[config.mk]
export PLATFORM = sky130hd
export DESIGN_NAME = distinct_value_collector
export DESIGN_NICKNAME = d
export VERILOG_FILES = /design/src/dvc_pkg.sv /design/src/dvc_cell.sv /design/src/distinct_value_collector.sv
export SDC_FILE = /design/constraint.sdc
export NUM_CORES = 2
export LEC_CHECK = 0
export BUFFER_PORTS_ARGS = -buffer_cell sky130_fd_sc_hd__buf_2
export CORE_ASPECT_RATIO = 1.1
export CORE_MARGIN = 1.5
export CORE_UTILIZATION = 52
export DETAILED_ROUTE_END_ITERATION = 10
export GPL_ROUTABILITY_DRIVEN = 0
export MAX_ROUTING_LAYER = met4
export PLACE_DENSITY = 0.71
export SLEW_MARGIN = 20
export SYNTH_ARGS = -nofsm -noshare
export SYNTH_HDL_FRONTEND = slang
export SYNTH_SLANG_ARGS = --single-unit
[constraint.sdc]
create_clock -name clk_i -period 6.1 [get_ports clk_i]
set_input_delay 0.305 -clock clk_i [delete_from_list [all_inputs] [get_ports clk_i]]
set_output_delay 0.305 -clock clk_i [all_outputs]
set_load 0.01 [all_outputs]
[src/dvc_pkg.sv]
package dvc_pkg;

  localparam int unsigned CAPACITY    = 64;
  localparam int unsigned ELEM_W      = 32;
  localparam int unsigned SLOT_FLD_W  = 6;
  localparam int unsigned COUNT_FLD_W = 7;

  typedef struct packed {
    logic signed [ELEM_W-1:0] element;
    logic                     last;
  } item_t;

  typedef struct packed {
    logic                   is_new;
    logic [SLOT_FLD_W-1:0]  slot;
    logic [COUNT_FLD_W-1:0] distinct_count;
    logic                   overflow;
    logic                   done_res;
  } res_t;

  typedef enum logic [1:0] {
    ST_IDLE   = 2'b01,
    ST_SEARCH = 2'b10
  } state_e;

endpackage

[src/dvc_cell.sv]
module dvc_cell #(
  parameter int unsigned SlotW   = 6,
  parameter int unsigned CountW  = 7,
  parameter int unsigned CellIdx = 0
) (
  input  logic                       clk_i,
  input  logic                       rst_ni,
  input  logic [dvc_pkg::ELEM_W-1:0] elem_i,
  input  logic [CountW-1:0]          count_i,
  input  logic                       wr_en_i,
  input  logic [SlotW-1:0]           wr_idx_i,
  input  logic                       tok_vld_i,
  input  logic                       tok_hit_i,
  input  logic [SlotW-1:0]           tok_slot_i,
  output logic                       tok_vld_o,
  output logic                       tok_hit_o,
  output logic [SlotW-1:0]           tok_slot_o
);
  import dvc_pkg::*;

  logic [ELEM_W-1:0] value_q;
  logic              occupied;
  logic              match;
  logic              tok_vld_q;
  logic              tok_hit_q, tok_hit_d;
  logic [SlotW-1:0]  tok_slot_q, tok_slot_d;

  assign occupied   = CountW'(CellIdx) < count_i;
  assign match      = occupied && (value_q == elem_i);
  assign tok_hit_d  = tok_hit_i || match;
  assign tok_slot_d = match ? SlotW'(CellIdx) : tok_slot_i;

  always_ff @(posedge clk_i) begin
    if (wr_en_i && (wr_idx_i == SlotW'(CellIdx))) begin
      value_q <= elem_i;
    end
  end

  always_ff @(posedge clk_i or negedge rst_ni) begin
    if (!rst_ni) begin
      tok_vld_q <= 1'b0;
    end else begin
      tok_vld_q <= tok_vld_i;
    end
  end

  always_ff @(posedge clk_i) begin
    tok_hit_q  <= tok_hit_d;
    tok_slot_q <= tok_slot_d;
  end

  assign tok_vld_o  = tok_vld_q;
  assign tok_hit_o  = tok_hit_q;
  assign tok_slot_o = tok_slot_q;

endmodule

[src/distinct_value_collector.sv]
// Channel  | Direction | Handshake                 | Payload
// ---------+-----------+---------------------------+------------------------
// item     | in        | start high and busy low   | item_i (element, last)
// result   | out       | res_valid_o, one cycle    | res_o (is_new, slot,
//          |           |                           |  distinct_count, ...)
//
// The result strobe follows the search of an accepted item, and the next item can be
// accepted at the edge that ends the strobe, so only one item is searched at a time.
// The search time is set by the search token, which walks the row of Capacity
// compare cells one cell per cycle.
// Reset clears the distinct count and the control state; stored values need none.
// The receiver cannot stall; busy is high from acceptance until the result strobe.
module distinct_value_collector #(
  parameter int unsigned Capacity = dvc_pkg::CAPACITY
) (
  input  logic           clk_i,
  input  logic           rst_ni,
  input  logic           start,
  output logic           busy,
  input  dvc_pkg::item_t item_i,
  output logic           res_valid_o,
  output dvc_pkg::res_t  res_o
);
  import dvc_pkg::*;

  localparam int unsigned SlotW  = $clog2(Capacity);
  localparam int unsigned CountW = $clog2(Capacity + 1);

  state_e            state_q, state_d;
  logic [ELEM_W-1:0] elem_q;
  logic              last_q;
  logic              launch_q;
  logic [CountW-1:0] count_q, count_d;
  logic              res_valid_q;
  res_t              res_q, res_d;

  logic [Capacity:0] vld_w;
  logic [Capacity:0] hit_w;
  logic [SlotW-1:0]  slot_w [Capacity+1];

  logic              accept;
  logic              end_vld;
  logic              positive;
  logic              full;
  logic              append;
  logic              drop;
  logic [SlotW-1:0]  slot_sel;
  logic [CountW-1:0] count_after;

  assign accept = start && (state_q == ST_IDLE);
  assign busy   = (state_q == ST_SEARCH);

  assign vld_w[0]  = launch_q;
  assign hit_w[0]  = 1'b0;
  assign slot_w[0] = '0;

  for (genvar g = 0; g < Capacity; g++) begin : g_cell
    dvc_cell #(
      .SlotW  (SlotW),
      .CountW (CountW),
      .CellIdx(g)
    ) u_cell (
      .clk_i     (clk_i),
      .rst_ni    (rst_ni),
      .elem_i    (elem_q),
      .count_i   (count_q),
      .wr_en_i   (append),
      .wr_idx_i  (count_q[SlotW-1:0]),
      .tok_vld_i (vld_w[g]),
      .tok_hit_i (hit_w[g]),
      .tok_slot_i(slot_w[g]),
      .tok_vld_o (vld_w[g+1]),
      .tok_hit_o (hit_w[g+1]),
      .tok_slot_o(slot_w[g+1])
    );
  end

  assign end_vld     = vld_w[Capacity];
  assign positive    = !elem_q[ELEM_W-1] && (elem_q != '0);
  assign full        = (count_q == CountW'(Capacity));
  assign append      = end_vld && positive && !hit_w[Capacity] && !full;
  assign drop        = positive && !hit_w[Capacity] && full;
  assign count_after = count_q + CountW'(append);

  always_comb begin
    if (positive && hit_w[Capacity]) begin
      slot_sel = slot_w[Capacity];
    end else if (append) begin
      slot_sel = count_q[SlotW-1:0];
    end else begin
      slot_sel = '0;
    end
  end

  always_comb begin
    res_d.is_new         = append;
    res_d.slot           = SLOT_FLD_W'(slot_sel);
    res_d.distinct_count = COUNT_FLD_W'(count_after);
    res_d.overflow       = drop;
    res_d.done_res       = last_q;
  end

  always_comb begin
    state_d = state_q;
    count_d = count_q;
    unique case (state_q)
      ST_IDLE: begin
        if (start) begin
          state_d = ST_SEARCH;
        end
      end
      ST_SEARCH: begin
        if (end_vld) begin
          state_d = ST_IDLE;
          count_d = last_q ? '0 : count_after;
        end
      end
      default: begin
        state_d = ST_IDLE;
      end
    endcase
  end

  always_ff @(posedge clk_i or negedge rst_ni) begin
    if (!rst_ni) begin
      state_q     <= ST_IDLE;
      count_q     <= '0;
      launch_q    <= 1'b0;
      res_valid_q <= 1'b0;
    end else begin
      state_q     <= state_d;
      count_q     <= count_d;
      launch_q    <= accept;
      res_valid_q <= end_vld;
    end
  end

  always_ff @(posedge clk_i) begin
    if (accept) begin
      elem_q <= item_i.element;
      last_q <= item_i.last;
    end
    if (end_vld) begin
      res_q <= res_d;
    end
  end

  assign res_valid_o = res_valid_q;
  assign res_o       = res_q;

`ifndef SYNTHESIS
  a_one_token: assert property (@(posedge clk_i) disable iff (!rst_ni)
    $onehot0(vld_w))
    else $error("More than one search token is in the cell row.");

  a_token_busy: assert property (@(posedge clk_i) disable iff (!rst_ni)
    (vld_w != '0) |-> busy)
    else $error("A search token moves while the block is idle.");

  a_count_range: assert property (@(posedge clk_i) disable iff (!rst_ni)
    count_q <= CountW'(Capacity))
    else $error("The distinct count exceeds the capacity.");

  a_single_result: assert property (@(posedge clk_i) disable iff (!rst_ni)
    res_valid_o |=> !res_valid_o)
    else $error("Two results were strobed in consecutive cycles.");

  a_accept_busy: assert property (@(posedge clk_i) disable iff (!rst_ni)
    (start && !busy) |=> busy)
    else $error("An accepted item did not raise busy.");
`endif

endmodule
==> metrics.csv <==
metric,value,unit
num-nets-final,6698,
min_path_type,primary input to flop,
wl_met3,15500,um
crit_path_start,elem_q[28]$_DFFE_PP_,
grt_max_degree,101,
viasPerCell,5.84,
antenna_found_initial,7,
max_cap_viol_count,0,
m1WireLength,106000,um
syn_to_final_growth,12.0,%
critPathMaxFanout,48,
setup_tns,0,ps
drt_iter0_drc,5263,
dominantRegCellSynth,edfxtp_1,
start_util,52.3,%
row_count,170,
fmax,0.255,GHz
cts_setup_buffers,0,
end_kind,flop,
crit_path_end,g_cell[38].u_cell.tok_slot_o[0]$_SDFF_PP0_,
fp.dieH,468,um
grt_pass1_wl,369000,um
vias,55294,
pin_count,54,
layout-drive-gt1-share,12.0,%
power_frac_comb,0.1,%
die_width,425,um
die_area,0.199,mm2
worstPathArrival,4670,ps
power_frac_clock,44.4,%
synth_edf_count,2097,
hpwl,138000,um
top_layer_used,met4,
route.detailed.drc,0,
numCtsBuffers,240,
yosys_warnings,0,
relSlewSlack,24.0,%
leakagePower,38.9,nW
r2r_start,elem_q[28]$_DFFE_PP_,
period_share,64.3,%
synth_cell_type_count,68,
cts_tree,built,
status,"finished, final reports clean",
design.core.area,0.195,mm2
finalNonFillerCells,9463,
path_clk_slew,60,ps
crit_path_frequent_cell,buf_4,
finalPower,0.0335,W
avgSynthCellArea,15.9,um2
grtUsageTotal,26.0,%
setup_viol_count_final,0,
slew_viol_final,0,
peakVddDrop,307,uV
rsz0062_at_grt,no,
reg2reg_to,g_cell[38].u_cell.tok_slot_o[0]$_SDFF_PP0_,
fin_crit,3920,ps
ant_nets,0,
drt-total-wl,252000,um
cp_slowest_cell,buf_4,
htreeDepth,4,
reg2reg_depth,7,
seq_power_share,55.5,%
numClockSinks,2557,
worstSetupPathType,flop to flop,
worstPathRequired,6840,ps
grt.overflow.total,0,
insertion_delay,890,ps
dp.cells,8962,
clock_skew,37.1,ps
async_flop_share,2.93,%
post_drt_wl_per_cell,26.6,um
wl_met2,122000,um
power_density,293,mW/mm2
first_pass_iters,7,
r2r_setup_slack,2180,ps
critPathMaxStageDelay,820,ps
synth_seq_cells,2557,
worst_slew_pin_slew,1140,ps
worstPathCellList,buf_4 -> buf_4 -> buf_4 -> xor2_1 -> nor4_1 -> nand4_1 -> o31a_1,
netSwitchingFraction,19.3,%
clock_path_buffers,3,
synth_nets,6457,
io_buffers,53,
intPower,0.0271,W
grt_pass1_vias,55154,
ys_seq_area_share,71.1,%
p_sw,0.00647,W
root_buffer,clkbuf_16,
final_util,58.6,%
synth_area,0.102,mm2
start_kind,flop,
timing.hold.ws,136,ps
syn_inst,6419,
hold_viol,0,
-- critical path: cells and delay by family (launching register included) --
kind	cells	cell delay [ps]
buffers and inverters	3	2120
and+or+nand+nor	2	650
AOI/OAI and AO/OA	1	370
DFF	1	360
xor gates and xnor gates	1	150
-- flip-flops by register name, indices dropped and copies added, names as in the netlist --
signal / cells
res_valid_o: 1
elem_q: 32
g_cell.u_cell.tok_vld_o: 64
count_q: 7
g_cell.u_cell.tok_hit_o: 64
g_cell.u_cell.value_q: 2048
state_q: 2
last_q: 1
g_cell.u_cell.tok_slot_o: 321
launch_q: 1
res_o: 16
-- placed cells by master (no fill, tap or decap), types with 9 or more instances in the layout --
cell type      synthesis  routed
buf_4                 19     151
dlygate4sd3_1          0      35
clkinv_2               0      59
nand3_1               67      67
nand4_1              107     107
a31o_2               142     142
bufinv_16              0      18
buf_2                211      53
dfxtp_1              385     385
clkinv_1               0      38
xor2_1              1853    1853
xnor2_1              194     194
a31oi_1               13      13
dfrtp_1               74      72
clkbuf_16              0     247
and3_1                34      34
nor2b_1               10      10
o31ai_1              104     104
clkbuf_8               0      18
o2111a_1              15      15
edfxtp_1            2097    2097
o2111ai_1             19      19
nor2_2                 0      58
inv_1                124     124
o31a_1               113     113
clkbuf_1              19      56
nand2_1               37      37
and4_1                53      53
buf_12                 0      24
nor4_1               451     449
a21oi_1               15      14
or3_1                  9       9
nor2_1                81      22
o21ai_0               15      13
nor3_1                53      49
-- power groups by stage --
stage               clock network [W]  registers, W     logic [W]
global placement                    0        0.0190     0.0000244
global route                   0.0157        0.0186     0.0000465
floorplan                           0        0.0190  0.0000000117
detailed placement                  0        0.0190     0.0000247
CTS                            0.0150        0.0186     0.0000423
finish                         0.0149        0.0186     0.0000422
-- synthesized netlist by cell type, types with 10 or more instances --
library cell | count | share of area, %
buf_4 | 19 | 0.14
nor2_1 | 81 | 0.30
o2111ai_1 | 19 | 0.16
and4_1 | 53 | 0.45
xor2_1 | 1853 | 16
o31a_1 | 113 | 0.97
nand3_1 | 67 | 0.33
nor3_1 | 53 | 0.26
a21oi_1 | 15 | 0.074
o21ai_0 | 15 | 0.074
edfxtp_1 | 2097 | 62
nand2_1 | 37 | 0.14
and3_1 | 34 | 0.21
inv_1 | 124 | 0.46
nor2b_1 | 10 | 0.061
o2111a_1 | 15 | 0.17
dfrtp_1 | 74 | 1.8
clkbuf_1 | 19 | 0.070
buf_2 | 211 | 1.0
nor4_1 | 451 | 2.8
o31ai_1 | 104 | 0.76
buf_6 | 12 | 0.13
a31o_2 | 142 | 1.2
xnor2_1 | 194 | 1.7
nand4_1 | 107 | 0.66
a31oi_1 | 13 | 0.080
dfxtp_1 | 385 | 7.6
-- per-layer routing --
| layer | GRT usage (%) | vias to the layer above |
|---|---|---|
| met5 | - | - |
| met2 | 42.1 | 2036 |
| met3 | 3.22 | 414 |
| li1 | - | 24236 |
| met1 | 34.5 | 28608 |
| met4 | 8.16 | 0 |
-- how the worst min path moves through the flow --
stage	from	to	cells after the start
detailed placement	g_cell[9].u_cell.tok_vld_o$_DFF_PN0_	g_cell[10].u_cell.tok_vld_o$_DFF_PN0_	0
finish	item_i[14]	elem_q[13]$_DFFE_PP_	2
global route	item_i[14]	elem_q[13]$_DFFE_PP_	2
floorplan	rst_ni	count_q[0]$_DFFE_PN0P_	0
global placement	g_cell[55].u_cell.tok_vld_o$_DFF_PN0_	g_cell[56].u_cell.tok_vld_o$_DFF_PN0_	0
CTS	item_i[15]	elem_q[14]$_DFFE_PP_	2
-- through the flow --
step           worst slack (ps)  cell area (um2)
6_report                   2180           114000
3_3_place_gp               2430           106000
3_5_place_dp               2280           106000
4_1_cts                    2220           114000
2_1_floorplan               516           102000
5_1_grt                    1950           114000
-- cell families after synthesis --
group,count (synthesis),synth area share [%]
buf+inv,389,1.85
simple gates,941,5.53
compound gates,481,3.92
fa+ha+maj,2,0.0245
flops,2557,71.1
mux,2,0.0208
xor+xnor,2047,17.6
-- repair_timing --
| action | in CTS | in global routing |
|---|---|---|
| hold buffers | 35 | 0 |
| resized for setup | 0 | 0 |
| hold endpoints to repair | 110 | 0 |
-- cell type report --
cell class	count	area, um2
sequential	2557	72600
antenna	4	10.0
clock inverter	140	1300
inverter	124	465
clock buffer	321	6640
timing repair buffer	264	2260
fill	14402	80800
multi-input combinational	3473	27800
tap	2580	3230
Note: power is estimated with default switching activity, not from simulation.
